[src/rtl/oqs_pkg.sv]
`default_nettype none

package oqs_pkg;

  localparam int MODE_SLOTS = 4;
  localparam int FRAC_BITS  = 8;

  localparam int TIME_W  = 40;
  localparam int OUT_W   = 41;
  localparam int GAP_W   = 41;
  localparam int NOTE_W  = 8;
  localparam int MIX_W   = 9;
  localparam int SP_W    = 16;
  localparam int MODE_W  = 3;
  localparam int NUM_SP  = 4;
  localparam int MODE_LIM = (MODE_SLOTS < NUM_SP) ? MODE_SLOTS : NUM_SP;

  localparam int DIFF_W   = GAP_W + 1;
  localparam int PROD_W   = DIFF_W + MIX_W + 1;
  localparam int RND_SH   = 8;
  localparam int DELTA_W  = PROD_W - RND_SH;
  localparam int SUM_W    = DELTA_W + 1;

  localparam int CFG_IDX_W  = 3;
  localparam int CFG_DATA_W = 16;
  localparam int FIFO_DEPTH = 2;

  localparam logic [MIX_W-1:0]  MIX_FULL  = MIX_W'(256);
  localparam logic [MIX_W-1:0]  MIX_RESET = MIX_W'(192);
  localparam logic [NOTE_W-1:0] NOTE_CAPTURE_MAX = NOTE_W'(127);
  localparam logic [GAP_W-1:0]  CHORD_EPS = GAP_W'(2) << FRAC_BITS;
  localparam logic [PROD_W-1:0] RND_HALF  = PROD_W'(128);

  typedef enum logic [CFG_IDX_W-1:0] {
    REG_MIX,
    REG_LEARNING,
    REG_MODE_COUNT,
    REG_SPACING_A,
    REG_SPACING_B,
    REG_SPACING_C,
    REG_SPACING_D
  } reg_idx_e;

  typedef enum logic [1:0] {
    KIND_PASS,
    KIND_FIRST,
    KIND_CHORD,
    KIND_STEP
  } kind_e;

  typedef struct packed {
    kind_e                    kind;
    logic                     capture;
    logic [NOTE_W-1:0]        note;
    logic [TIME_W-1:0]        raw;
    logic signed [GAP_W-1:0]  gap;
  } item_t;

  typedef struct packed {
    logic [MIX_W-1:0]             mix;
    logic                         learning;
    logic [MODE_W-1:0]            mode_count;
    logic [NUM_SP-1:0][SP_W-1:0]  spacing;
  } cfg_t;

endpackage

`default_nettype wire

[src/rtl/oqs_front.sv]
`default_nettype none

module oqs_front (
  input  wire logic                          clk_i,
  input  wire logic                          rst_ni,
  input  wire logic                          learning_i,
  input  wire logic                          valid_i,
  output logic                               ready_o,
  input  wire logic                          note_on_i,
  input  wire logic                          bend_i,
  input  wire logic [oqs_pkg::NOTE_W-1:0]    note_i,
  input  wire logic [oqs_pkg::TIME_W-1:0]    raw_i,
  input  wire logic                          q_ready_i,
  output logic                               push_o,
  output oqs_pkg::item_t                     item_o
);

  logic                             gvalid_q, gvalid_d;
  logic [oqs_pkg::TIME_W-1:0]       graw_q, graw_d;
  logic signed [oqs_pkg::GAP_W-1:0] gap;
  logic [oqs_pkg::GAP_W-1:0]        gap_abs;
  logic                             is_on;
  logic                             accept;

  assign ready_o = q_ready_i;
  assign accept  = valid_i && q_ready_i;
  assign push_o  = accept;
  assign is_on   = note_on_i && !bend_i;

  always_comb begin
    gap     = $signed({1'b0, raw_i}) - $signed({1'b0, graw_q});
    gap_abs = gap[oqs_pkg::GAP_W-1] ? oqs_pkg::GAP_W'(-gap) : oqs_pkg::GAP_W'(gap);

    item_o.kind    = oqs_pkg::KIND_PASS;
    item_o.capture = 1'b0;
    item_o.note    = note_i;
    item_o.raw     = raw_i;
    item_o.gap     = gap;

    gvalid_d = gvalid_q;
    graw_d   = graw_q;

    if (learning_i) begin
      item_o.capture = is_on && (note_i <= oqs_pkg::NOTE_CAPTURE_MAX);
    end else if (is_on) begin
      if (!gvalid_q) begin
        item_o.kind = oqs_pkg::KIND_FIRST;
      end else if (gap_abs < oqs_pkg::CHORD_EPS) begin
        item_o.kind = oqs_pkg::KIND_CHORD;
      end else begin
        item_o.kind = oqs_pkg::KIND_STEP;
      end
    end

    if (accept && (item_o.kind == oqs_pkg::KIND_FIRST || item_o.kind == oqs_pkg::KIND_STEP)) begin
      gvalid_d = 1'b1;
      graw_d   = raw_i;
    end
  end

  always_ff @(posedge clk_i or negedge rst_ni) begin
    if (!rst_ni) begin
      gvalid_q <= 1'b0;
    end else begin
      gvalid_q <= gvalid_d;
    end
  end

  always_ff @(posedge clk_i) begin
    graw_q <= graw_d;
  end

endmodule

`default_nettype wire

[src/rtl/oqs_fifo.sv]
`default_nettype none

module oqs_fifo #(
  parameter int DEPTH = oqs_pkg::FIFO_DEPTH
) (
  input  wire logic           clk_i,
  input  wire logic           rst_ni,
  input  wire logic           push_i,
  input  wire oqs_pkg::item_t item_i,
  output logic                ready_o,
  input  wire logic           pop_i,
  output logic                valid_o,
  output oqs_pkg::item_t      item_o
);

  localparam int PTR_W = (DEPTH > 1) ? $clog2(DEPTH) : 1;
  localparam int CNT_W = $clog2(DEPTH + 1);

  oqs_pkg::item_t     mem_q [DEPTH];
  logic [PTR_W-1:0]   wptr_q, wptr_d, rptr_q, rptr_d;
  logic [CNT_W-1:0]   cnt_q, cnt_d;

  assign ready_o = (cnt_q != CNT_W'(DEPTH));
  assign valid_o = (cnt_q != '0);
  assign item_o  = mem_q[rptr_q];

  always_comb begin
    wptr_d = wptr_q;
    rptr_d = rptr_q;
    cnt_d  = cnt_q;
    if (push_i) begin
      wptr_d = (wptr_q == PTR_W'(DEPTH - 1)) ? '0 : wptr_q + PTR_W'(1);
    end
    if (pop_i) begin
      rptr_d = (rptr_q == PTR_W'(DEPTH - 1)) ? '0 : rptr_q + PTR_W'(1);
    end
    if (push_i && !pop_i) begin
      cnt_d = cnt_q + CNT_W'(1);
    end else if (pop_i && !push_i) begin
      cnt_d = cnt_q - CNT_W'(1);
    end
  end

  always_ff @(posedge clk_i or negedge rst_ni) begin
    if (!rst_ni) begin
      wptr_q <= '0;
      rptr_q <= '0;
      cnt_q  <= '0;
    end else begin
      wptr_q <= wptr_d;
      rptr_q <= rptr_d;
      cnt_q  <= cnt_d;
    end
  end

  always_ff @(posedge clk_i) begin
    if (push_i) begin
      mem_q[wptr_q] <= item_i;
    end
  end

endmodule

`default_nettype wire

[src/rtl/oqs_back.sv]
`default_nettype none

module oqs_back (
  input  wire logic                                clk_i,
  input  wire logic                                rst_ni,
  input  wire oqs_pkg::cfg_t                       cfg_i,
  input  wire logic                                q_valid_i,
  input  wire oqs_pkg::item_t                      q_item_i,
  output logic                                     pop_o,
  output logic                                     valid_o,
  input  wire logic                                ready_i,
  output logic signed [oqs_pkg::OUT_W-1:0]         ticks_o,
  output logic                                     retimed_o,
  output logic                                     capture_o,
  output logic [oqs_pkg::NOTE_W-1:0]               note_o
);

  localparam int DW = oqs_pkg::DIFF_W;
  localparam int PW = oqs_pkg::PROD_W;
  localparam int LW = oqs_pkg::DELTA_W;
  localparam int SW = oqs_pkg::SUM_W;
  localparam int OW = oqs_pkg::OUT_W;

  // nearest-spacing stage
  logic                         n_valid_q;
  oqs_pkg::item_t               n_item_q;
  logic signed [DW-1:0]         n_diff_q, n_diff_d;
  // pull stage
  logic                         m_valid_q;
  oqs_pkg::item_t               m_item_q;
  logic signed [LW-1:0]         m_delta_q, m_delta_d;
  // group accumulator and output register
  logic                         o_valid_q;
  logic signed [OW-1:0]         o_ticks_q, o_ticks_d;
  logic                         o_retimed_q, o_capture_q;
  logic [oqs_pkg::NOTE_W-1:0]   o_note_q;
  logic signed [OW-1:0]         corr_q, corr_d;

  logic a_en, m_en, n_en;

  assign a_en  = !o_valid_q || ready_i;
  assign m_en  = !m_valid_q || a_en;
  assign n_en  = !n_valid_q || m_en;
  assign pop_o = q_valid_i && n_en;

  assign valid_o   = o_valid_q;
  assign ticks_o   = o_ticks_q;
  assign retimed_o = o_retimed_q;
  assign capture_o = o_capture_q;
  assign note_o    = o_note_q;

  always_comb begin
    logic [oqs_pkg::MODE_W-1:0] n_use;
    logic signed [DW-1:0]       gap_x;
    logic signed [DW-1:0]       sp_x;
    logic signed [DW-1:0]       d;
    logic [DW-1:0]              sp_dist;
    logic [DW-1:0]              best_d;
    logic signed [DW-1:0]       best_sp;
    n_use   = (cfg_i.mode_count > oqs_pkg::MODE_W'(oqs_pkg::MODE_LIM))
              ? oqs_pkg::MODE_W'(oqs_pkg::MODE_LIM) : cfg_i.mode_count;
    gap_x   = DW'($signed(q_item_i.gap));
    best_d  = '1;
    best_sp = '0;
    for (int i = 0; i < oqs_pkg::NUM_SP; i++) begin
      sp_x    = $signed(DW'({1'b0, cfg_i.spacing[i]}));
      d       = gap_x - sp_x;
      sp_dist = d[DW-1] ? DW'(-d) : DW'(d);
      if ((oqs_pkg::MODE_W'(i) < n_use) && (i == 0 || sp_dist < best_d)) begin
        best_d  = sp_dist;
        best_sp = sp_x;
      end
    end
    n_diff_d = (n_use == '0) ? '0 : best_sp - gap_x;
  end

  always_comb begin
    logic [oqs_pkg::MIX_W-1:0] m_eff;
    logic signed [PW-1:0]      prod;
    logic signed [PW-1:0]      rnd;
    logic signed [LW-1:0]      pull;
    m_eff     = (cfg_i.mix > oqs_pkg::MIX_FULL) ? oqs_pkg::MIX_FULL : cfg_i.mix;
    prod      = $signed({1'b0, m_eff}) * n_diff_q;
    rnd       = prod + $signed(oqs_pkg::RND_HALF);
    pull      = $signed(rnd[PW-1:oqs_pkg::RND_SH]);
    m_delta_d = LW'($signed(n_item_q.gap)) + pull;
  end

  always_comb begin
    logic signed [SW-1:0] sum;
    logic signed [OW-1:0] sat;
    logic signed [OW-1:0] raw_x;
    sum   = SW'(corr_q) + SW'(m_delta_q);
    raw_x = $signed({1'b0, m_item_q.raw});
    if (sum[SW-1:OW-1] == '0 || sum[SW-1:OW-1] == '1) begin
      sat = sum[OW-1:0];
    end else if (sum[SW-1]) begin
      sat = {1'b1, {(OW-1){1'b0}}};
    end else begin
      sat = {1'b0, {(OW-1){1'b1}}};
    end
    corr_d    = corr_q;
    o_ticks_d = raw_x;
    case (m_item_q.kind)
      oqs_pkg::KIND_PASS: begin
        o_ticks_d = raw_x;
      end
      oqs_pkg::KIND_FIRST: begin
        corr_d    = raw_x;
        o_ticks_d = raw_x;
      end
      oqs_pkg::KIND_CHORD: begin
        o_ticks_d = corr_q;
      end
      oqs_pkg::KIND_STEP: begin
        corr_d    = sat;
        o_ticks_d = sat;
      end
      default: begin
        o_ticks_d = raw_x;
      end
    endcase
  end

  always_ff @(posedge clk_i or negedge rst_ni) begin
    if (!rst_ni) begin
      n_valid_q <= 1'b0;
      m_valid_q <= 1'b0;
      o_valid_q <= 1'b0;
    end else begin
      if (n_en) begin
        n_valid_q <= q_valid_i;
      end
      if (m_en) begin
        m_valid_q <= n_valid_q;
      end
      if (a_en) begin
        o_valid_q <= m_valid_q;
      end
    end
  end

  always_ff @(posedge clk_i) begin
    if (pop_o) begin
      n_item_q <= q_item_i;
      n_diff_q <= n_diff_d;
    end
    if (m_en && n_valid_q) begin
      m_item_q  <= n_item_q;
      m_delta_q <= m_delta_d;
    end
    if (a_en && m_valid_q) begin
      corr_q      <= corr_d;
      o_ticks_q   <= o_ticks_d;
      o_retimed_q <= (m_item_q.kind != oqs_pkg::KIND_PASS);
      o_capture_q <= m_item_q.capture;
      o_note_q    <= m_item_q.note;
    end
  end

endmodule

`default_nettype wire

[src/rtl/onset_spacing_quantizer.sv]
// Throughput: one transfer per cycle on each side, sustained while m_axis_tready is high.
// A result reaches the master side through the queue, the nearest-spacing stage,
// the pull stage, then the group accumulator/output register.
// The onset group is tracked in order, so back-to-back note-ons never stall.
// Reset (rst_ni low, async): no onset group, queue and pipeline empty,
// mix = 192, learning = 0, mode_count = 0, all spacings 0.
`default_nettype none

module onset_spacing_quantizer #(
  parameter int FIFO_DEPTH = oqs_pkg::FIFO_DEPTH
) (
  input  wire logic        clk_i,
  input  wire logic        rst_ni,
  input  wire logic        s_axis_tvalid,
  output logic             s_axis_tready,
  input  wire logic [47:0] s_axis_tdata,   // note[7:0], onset_ticks[47:8]
  input  wire logic [1:0]  s_axis_tuser,   // is_note_on[0], is_bend_update[1]
  output logic             m_axis_tvalid,
  input  wire logic        m_axis_tready,
  output logic [55:0]      m_axis_tdata,   // out_ticks[40:0], note_out[48:41], zero[55:49]
  output logic [1:0]       m_axis_tuser,   // retimed[0], capture[1]
  input  wire logic        cfg_valid_i,
  output logic             cfg_ready_o,
  input  wire logic [oqs_pkg::CFG_IDX_W-1:0]  cfg_index_i,
  input  wire logic [oqs_pkg::CFG_DATA_W-1:0] cfg_data_i
);

  oqs_pkg::cfg_t   cfg_q;
  oqs_pkg::item_t  f_item, q_item;
  logic            f_push, q_ready, q_valid, q_pop;
  logic            b_retimed, b_capture;
  logic signed [oqs_pkg::OUT_W-1:0]  b_ticks;
  logic [oqs_pkg::NOTE_W-1:0]        b_note;

  assign cfg_ready_o = 1'b1;

  always_ff @(posedge clk_i or negedge rst_ni) begin
    if (!rst_ni) begin
      cfg_q.mix        <= oqs_pkg::MIX_RESET;
      cfg_q.learning   <= 1'b0;
      cfg_q.mode_count <= '0;
      cfg_q.spacing    <= '0;
    end else if (cfg_valid_i) begin
      case (oqs_pkg::reg_idx_e'(cfg_index_i))
        oqs_pkg::REG_MIX:        cfg_q.mix        <= cfg_data_i[oqs_pkg::MIX_W-1:0];
        oqs_pkg::REG_LEARNING:   cfg_q.learning   <= cfg_data_i[0];
        oqs_pkg::REG_MODE_COUNT: cfg_q.mode_count <= cfg_data_i[oqs_pkg::MODE_W-1:0];
        oqs_pkg::REG_SPACING_A:  cfg_q.spacing[0] <= cfg_data_i;
        oqs_pkg::REG_SPACING_B:  cfg_q.spacing[1] <= cfg_data_i;
        oqs_pkg::REG_SPACING_C:  cfg_q.spacing[2] <= cfg_data_i;
        oqs_pkg::REG_SPACING_D:  cfg_q.spacing[3] <= cfg_data_i;
        default: begin
        end
      endcase
    end
  end

  oqs_front u_front (
    .clk_i      (clk_i),
    .rst_ni     (rst_ni),
    .learning_i (cfg_q.learning),
    .valid_i    (s_axis_tvalid),
    .ready_o    (s_axis_tready),
    .note_on_i  (s_axis_tuser[0]),
    .bend_i     (s_axis_tuser[1]),
    .note_i     (s_axis_tdata[7:0]),
    .raw_i      (s_axis_tdata[47:8]),
    .q_ready_i  (q_ready),
    .push_o     (f_push),
    .item_o     (f_item)
  );

  oqs_fifo #(
    .DEPTH (FIFO_DEPTH)
  ) u_fifo (
    .clk_i   (clk_i),
    .rst_ni  (rst_ni),
    .push_i  (f_push),
    .item_i  (f_item),
    .ready_o (q_ready),
    .pop_i   (q_pop),
    .valid_o (q_valid),
    .item_o  (q_item)
  );

  oqs_back u_back (
    .clk_i     (clk_i),
    .rst_ni    (rst_ni),
    .cfg_i     (cfg_q),
    .q_valid_i (q_valid),
    .q_item_i  (q_item),
    .pop_o     (q_pop),
    .valid_o   (m_axis_tvalid),
    .ready_i   (m_axis_tready),
    .ticks_o   (b_ticks),
    .retimed_o (b_retimed),
    .capture_o (b_capture),
    .note_o    (b_note)
  );

  assign m_axis_tdata = {7'd0, b_note, b_ticks};
  assign m_axis_tuser = {b_capture, b_retimed};

endmodule

`default_nettype wire
[config.mk]
export PLATFORM = sky130hd
export DESIGN_NAME = onset_spacing_quantizer
export DESIGN_NICKNAME = d
export VERILOG_FILES = /design/src/rtl/oqs_pkg.sv /design/src/rtl/oqs_front.sv /design/src/rtl/oqs_fifo.sv /design/src/rtl/oqs_back.sv /design/src/rtl/onset_spacing_quantizer.sv
export SDC_FILE = /design/constraint.sdc
export NUM_CORES = 2
export LEC_CHECK = 0
export BUFFER_PORTS_ARGS = -buffer_cell sky130_fd_sc_hd__clkbuf_2
export CAP_MARGIN = 20
export CORE_MARGIN = 1
export CORE_UTILIZATION = 65
export CTS_CLUSTER_SIZE = 40
export DETAILED_ROUTE_END_ITERATION = 7
export PLACE_DENSITY = 0.82
export SYNTH_ARGS = -nofsm -noshare
export SYNTH_HDL_FRONTEND = slang
export SYNTH_SLANG_ARGS = --single-unit
[constraint.sdc]
create_clock -name clk_i -period 24.3 [get_ports clk_i]
set_input_delay 1.215 -clock clk_i [delete_from_list [all_inputs] [get_ports clk_i]]
set_output_delay 1.215 -clock clk_i [all_outputs]
set_load 0.005 [all_outputs]
; ---- Yosys cells after proc, flatten, opt, wreduce, memory -nomap -nowiden
; Memories as Yosys holds them, arrays and structs flattened.
; Index checks and enable logic that the tools add are counted.
[word_totals]
reg_bits = 446
ramBits = 184
in_bits = 74
output_inout_bits = 61
elab_cells = 144
n_memories = 1
[classes]
n_addsub = 18
n_mul = 1
n_lt_le_gt_ge = 11
eq_ne = 13
n_mux = 29
n_reduce_logical = 40
[mem_list]
columns = name, words, width, rd, rd_ports_with_merged_regs, write_ports, line
row1 = u_fifo.mem_q, 2, 92, 1, 0, 1, oqs_fifo.sv:19  ; oqs_pkg::item_t mem_q [DEPTH];
[op_table]
columns = cell, count
row1 = 2-to-1 mux 42 bit, 10
row2 = negator 42 bit, 4
row3 = subtractor 41 x 17 -> 42 bit, 4
row4 = < comparator 42 bit, 3
row5 = 2-to-1 mux 41 bit, 3
row6 = case mux 41 bit (3 select lines), 1
row7 = case mux 41 bit (2 select lines), 1
row8 = "adder 52 x 9 -> 52 bit, second input constant", 1
row9 = multiplier 10 x 42 -> 52 bit, 1
row10 = adder 41 x 44 -> 45 bit, 1
row11 = adder 41 x 44 -> 44 bit, 1
row12 = subtractor 42 bit, 1
row13 = "< comparator 41 x 10 -> 1 bit, second input constant", 1
row14 = negator 41 bit, 1
row15 = subtractor 40 x 40 -> 41 bit, 1
row16 = 2-to-1 mux 16 bit, 1
row17 = AND reduction 2 bit, 8
row18 = logical AND 1 bit, 12
row19 = 2-to-1 mux 2 bit, 5
row20 = "== test 3 bit, second input constant", 3
row21 = "greater-than comparator 9 bit, second input constant", 1
row22 = 2-to-1 mux 9 bit, 1
row23 = "less-or-equal comparator 8 x 7 -> 1 bit, second input constant", 1
row24 = nonzero test 2 bit, 4
row25 = 20 further kinds, 42

; ---- Longest topological paths before layout
; An unclocked memory read counts as a cell.
[depth]
ltp_word = 15
ltp_mapped = 95
mapped_depth_nobuf = 78

; ---- By module
; Synthesis repeated with hierarchy kept, for this count alone.
[unflattened]
cells_unflattened = 6014
area_unflattened_um2 = 58607.5
[modules_own_cells]
columns = mod, n_inst, cells_each, area_each_um2, seq_area_each_um2
row1 = oqs_back, 1, 4812, 42761.0, 9714.3
row2 = oqs_fifo, 1, 302, 7109.3, 5625.4
row3 = oqs_front, 1, 718, 5685.5, 1226.2
row4 = onset_spacing_quantizer, 1, 182, 3051.7, 1929.4

; ---- Worst setup path before layout
; OpenSTA, ideal clock, no wires.
[synth_timing]
path_kind = register to register
start = register u_fifo.rptr_q
end = register u_back.n_diff_q[36], data pin
t_arrival_ns = 17.361
required_ns = 24.034
setup_slack_ns = 6.673
stages_incl_launch_ff = 87
path_buffers = 14
period_less_slack_ns = 17.627
path_cell_list = dfrtp_1 buf_6 buf_6 buf_2 buf_2 buf_1 buf_1 clkbuf_1 mux2i_1 ha_1 fa_1 nand2b_1 a21o_1 a21o_1 xnor2_1 or4_1 or4_1 or3_1 [... 51 more ...] mux2i_1 ha_1 fa_1 nor2b_1 o21ai_0 a21boi_0 o21ai_0 a21boi_0 o21ai_0 a21oi_1 o21ai_0 a21boi_0 o21ai_0 a21boi_0 o211ai_1 a2111oi_0 xnor2_1 nor2_1
[synth_between]
elab_chain_len = 15
[synth_rtl]
columns = item, line
row1 = start: declaration, oqs_fifo.sv:20  ; logic [PTR_W-1:0] wptr_q, wptr_d, rptr_q, rptr_d;
row2 = start signal: assignment, oqs_fifo.sv:51  ; rptr_q <= rptr_d;
row3 = memory (2 x 92 bit) *, --
row4 = subtractor 41 x 17 -> 42 bit, oqs_back.sv:67  ; d = gap_x - sp_x;
row5 = negator 42 bit, oqs_back.sv:68  ; sp_dist = d[DW-1] ? DW'(-d) : DW'(d);
row6 = 2-to-1 mux 42 bit, oqs_back.sv:68
row7 = 2-to-1 mux 42 bit, oqs_back.sv:69  ; if ((oqs_pkg::MODE_W'(i) < n_use) && (i == 0 || sp_dist < best_d)) begin
row8 = < comparator 42 bit, oqs_back.sv:69
row9 = logical AND 1 bit, oqs_back.sv:69
row10 = 2-to-1 mux 42 bit, oqs_back.sv:69
row11 = < comparator 42 bit, oqs_back.sv:69
row12 = logical AND 1 bit, oqs_back.sv:69
row13 = 2-to-1 mux 42 bit, oqs_back.sv:69
row14 = < comparator 42 bit, oqs_back.sv:69
row15 = logical AND 1 bit, oqs_back.sv:69
row16 = 2-to-1 mux 42 bit, oqs_back.sv:69
row17 = subtractor 42 bit *, oqs_back.sv:74  ; n_diff_d = (n_use == '0) ? '0 : best_sp - gap_x;
row18 = end signal: assignment, oqs_back.sv:146  ; n_diff_q <= n_diff_d;
row19 = end: declaration, oqs_back.sv:27  ; logic signed [DW-1:0] n_diff_q, n_diff_d;
; Mark *: on every way between the ends. The rest lies on a longest branch, timed or not.
; A chain may end at the register's enable or synchronous reset.

==> results by group <==
STA
  – Tcrit/Tclk final: 88.4%
  – Tmin final: 21.49 ns
  – Clk_skew: 0.0469 ns
  – Max Fclk: 0.0465 GHz
  – Hold Slack: approximately 0.40 ns
  – Pins Over Slew Limit: 0
  – Worst rel slew slack: 17.3%
  – RSZ-0062 raised after global routing: no
  – Worst-margin pin slew: 1.23 ns
  – Final Hold Violating Endpoints: 0
  – # setup viols final: 0
  – Setup TNS: 0 ns

Clock network
  – Reg clk slew, reported paths: roughly 0.07 ns
  – Post-CTS Resized: 0
  – Clock buffer depth: 3
  – CTS Root Buffer Type: clkbuf_16
  – Clock sink count: 630
  – H-tree levels: 2
  – CTS tree: built
  – Clock Latency Late Sink: 0.67 ns
  – Post-CTS setup buffers: 0
  – Post-CTS Hold Fix Bufs: 0
  – Total CTS buffers: 60

Synth
  – Avg Inst Size Synth: approximately 9.6 um^2
  – Post-synth top area cell: edfxtp_1
  – Dominant cells by area after synthesis: edfxtp_1 (28%), fa_1 (11%), ha_1 (11%)
  – Ys async rst share: 13.5%
  – Sequential cell area fraction in the yosys report: 32.0%
  – Synth cell types: around 110
  – YS warnings: 0
  – Register bit total from synthesis: 630
  – Synthesized area: 0.0577 mm^2
  – Synth Instances: slightly above 6000
  – Top cell type's share of synthesized area: 28.3%
  – Post-synth EDFFs: 545
  – Post-synth top flop: edfxtp_1

Critical path
  – Slowest Stage Delay on Critical Path: 1.00 ns
  – CP max-delay cell: nor3_1
  – Crit path top cell by count: o21ai_0
  – Crit Path Category: reg -> reg
  – Worst Path Arrival: ~22 ns
  – CP endpoint kind: flip-flop
  – Critical Path RT: 24.75 ns
  – Startpoint Class: flip-flop
  – Maximum fanout along the worst path: 45

Floorplanning
  – Die width: 300 um
  – Core area: 0.0874 mm^2
  – Num rows: 108
  – Die Area: 0.0900 mm^2
  – DIE HEIGHT: 300 um
  – Ports: 135
  – Starting Density: 66.0%

Detailed routing
  – Final WL: 187000 um
  – Initial DRT Pass Iterations: 8
  – WL/cell: 25.7 um
  – Starting DRT DRC Count: ~5000
  – DRC Markers: 4
  – Vias per cell: 6.57
  – Final ANT Viol Nets: 0
  – Routed vias: 47800

Placement
  – Gpl congestion: 1.06
  – Post-DP HPWL: 145000 um
  – Buffers added on ports: 126
  – Placed cell count: 7151

Final layout
  – Most common cell after layout, fill and taps aside: nand2_1
  – Share of cells above drive strength 1: a little under 9%
  – Final-layout fill cell count: approximately 6500
  – Final #Nets: between 6000 and 7000
  – Most frequent cells in the layout: nand2_1 (572), edfxtp_1 (545), inv_1 (522)
  – Multi-input logic area: ~0.036 mm^2
  – FF/Latch Area: 0.0185 mm^2
  – Non-filler cells, final: 7275
  – Finished Core Util: 70.4%
  – Area grow syn2layout: 6.67%

GRT
  – Largest net degree at the start of global routing: 72
  – Number of global-route vias before repair: 46300
  – GRT Util Overall: 41.1%
  – First-pass GRT wire length: 278000 um
  – Initial antenna violation count: 16
  – GR Overflow Total: 0

Job
  – Max-cap viol count: 0

Status
  – Status: finished with violations
  – Violated checks: DRC

Min path
  – Tightest Hold Check Type: in -> async
[logic make-up (layout without fill, tap and decap cells)]
group           after synthesis  after routing  synth area share [%]
compound gates             1292           1292                  14.3
other cells                   2             17                0.0130
buf+inv                     780            849                  5.29
simple gates               1861           1861                  16.0
fa+ha+maj                   798            798                  21.3
flops                       630            630                  32.0
xor+xnor                    437            437                  6.63
mux                         236            236                  4.41
[state kept, by name, summed over array words and instances (netlist names)]
| signal | count |
|---|---|
| u_back.ticks_o | 41 |
| u_front.gvalid_q | 1 |
| u_back.m_delta_q | 44 |
| u_back.valid_o | 1 |
| cfg_q | 77 |
| u_back.m_valid_q | 1 |
| u_back.n_valid_q | 1 |
| u_back.corr_q | 41 |
| u_fifo.wptr_q | 1 |
| u_fifo.mem_q | 184 |
| u_back.n_item_q | 92 |
| u_back.capture_o | 1 |
| u_back.note_o | 8 |
| u_back.retimed_o | 1 |
| u_front.graw_q | 40 |
| u_back.m_item_q | 51 |
| u_back.n_diff_q | 42 |
| u_fifo.rptr_q | 1 |
| u_fifo.cnt_q | 2 |
[per-layer routing]
metal / share of wire (%) / track usage [%] / up-vias
met3: 11 / 9.18 / 598
met2: 45 / 63.9 / 2672
li1: - / - / 21400
met5: 0.037 / 0 / -
met4: 6.0 / 21.4 / 10
met1: 38 / 54.0 / 23100
[cell usage after synthesis, types with 24 or more instances]
master     instances
or3_1             48
inv_1            523
edfxtp_1         545
mux2_2           117
and2_1           178
a211oi_1          47
a21o_1           136
xor2_1           103
buf_1             52
ha_1             486
dfrtp_1           83
and3_1            42
a21oi_1          386
a2111oi_0         24
o22ai_1           47
nand3_1           96
mux2i_1          111
nor2b_1           76
nor3_1           128
o21a_1            56
nor4_1            32
fa_1             312
nor2_1           416
nand2b_1          57
o31ai_1           50
nand4_1           61
nand2_1          572
o21ai_0          265
or2_2             34
xnor2_1          334
clkbuf_1         158
a31oi_1           42
[path summary, 6_finish.rpt]
path / startpoint / end / slack (ns) / cells past startpoint
min in group clk_i: u_back.n_item_q[72]$_DFFE_PP_ / u_back.m_item_q[72]$_DFFE_PP_ / 0.40 / 0
hold / removal: rst_ni / cfg_q[18]$_DFFE_PN0P_ / 0.40 / 1
hold reg to reg: u_back.n_item_q[72]$_DFFE_PP_ / u_back.m_item_q[72]$_DFFE_PP_ / 0.40 / 0
setup / recovery: u_fifo.rptr_q$_DFFE_PN0P_ / u_back.n_diff_q[41]$_SDFFCE_PN0P_ / 2.81 / 76
setup reg to reg: u_fifo.rptr_q$_DFFE_PN0P_ / u_back.n_diff_q[41]$_SDFFCE_PN0P_ / 2.81 / 76
max in group asynchronous: rst_ni / u_fifo.rptr_q$_DFFE_PN0P_ / 22.56 / 2
[metrics by stage]
step,instance area [um^2],worst slack (ns)
global placement,59400,4.11
floorplan,57800,6.67
finish,61600,2.81
CTS,61500,3.31
global route,61600,1.19
detailed placement,59400,3.54
[worst max-delay path: cells and delay by family, from the launching register on]
kind	cells	cell delay, ns
buf+inv	6	2.55
simple gates	25	5.97
fa+ha+maj	5	1.61
compound gates	37	9.28
flops	1	0.67
xor+xnor	1	0.17
mux	2	0.88
[layout make-up]
cell class / count / area share, %
Antenna cell: 6 / 0.0244
Clock buffer: 74 / 2.61
Clock inverter: 39 / 0.748
Inverter: 536 / 3.27
Multi-Input combinational cell: 4635 / 59.0
Sequential cell: 630 / 30.0
Tap cell: 1155 / 2.35
Timing Repair Buffer: 200 / 1.97
Power is left out: the tool's default activity adds up to more than one toggle a clock period on the data nets, which glitch-free logic cannot reach.
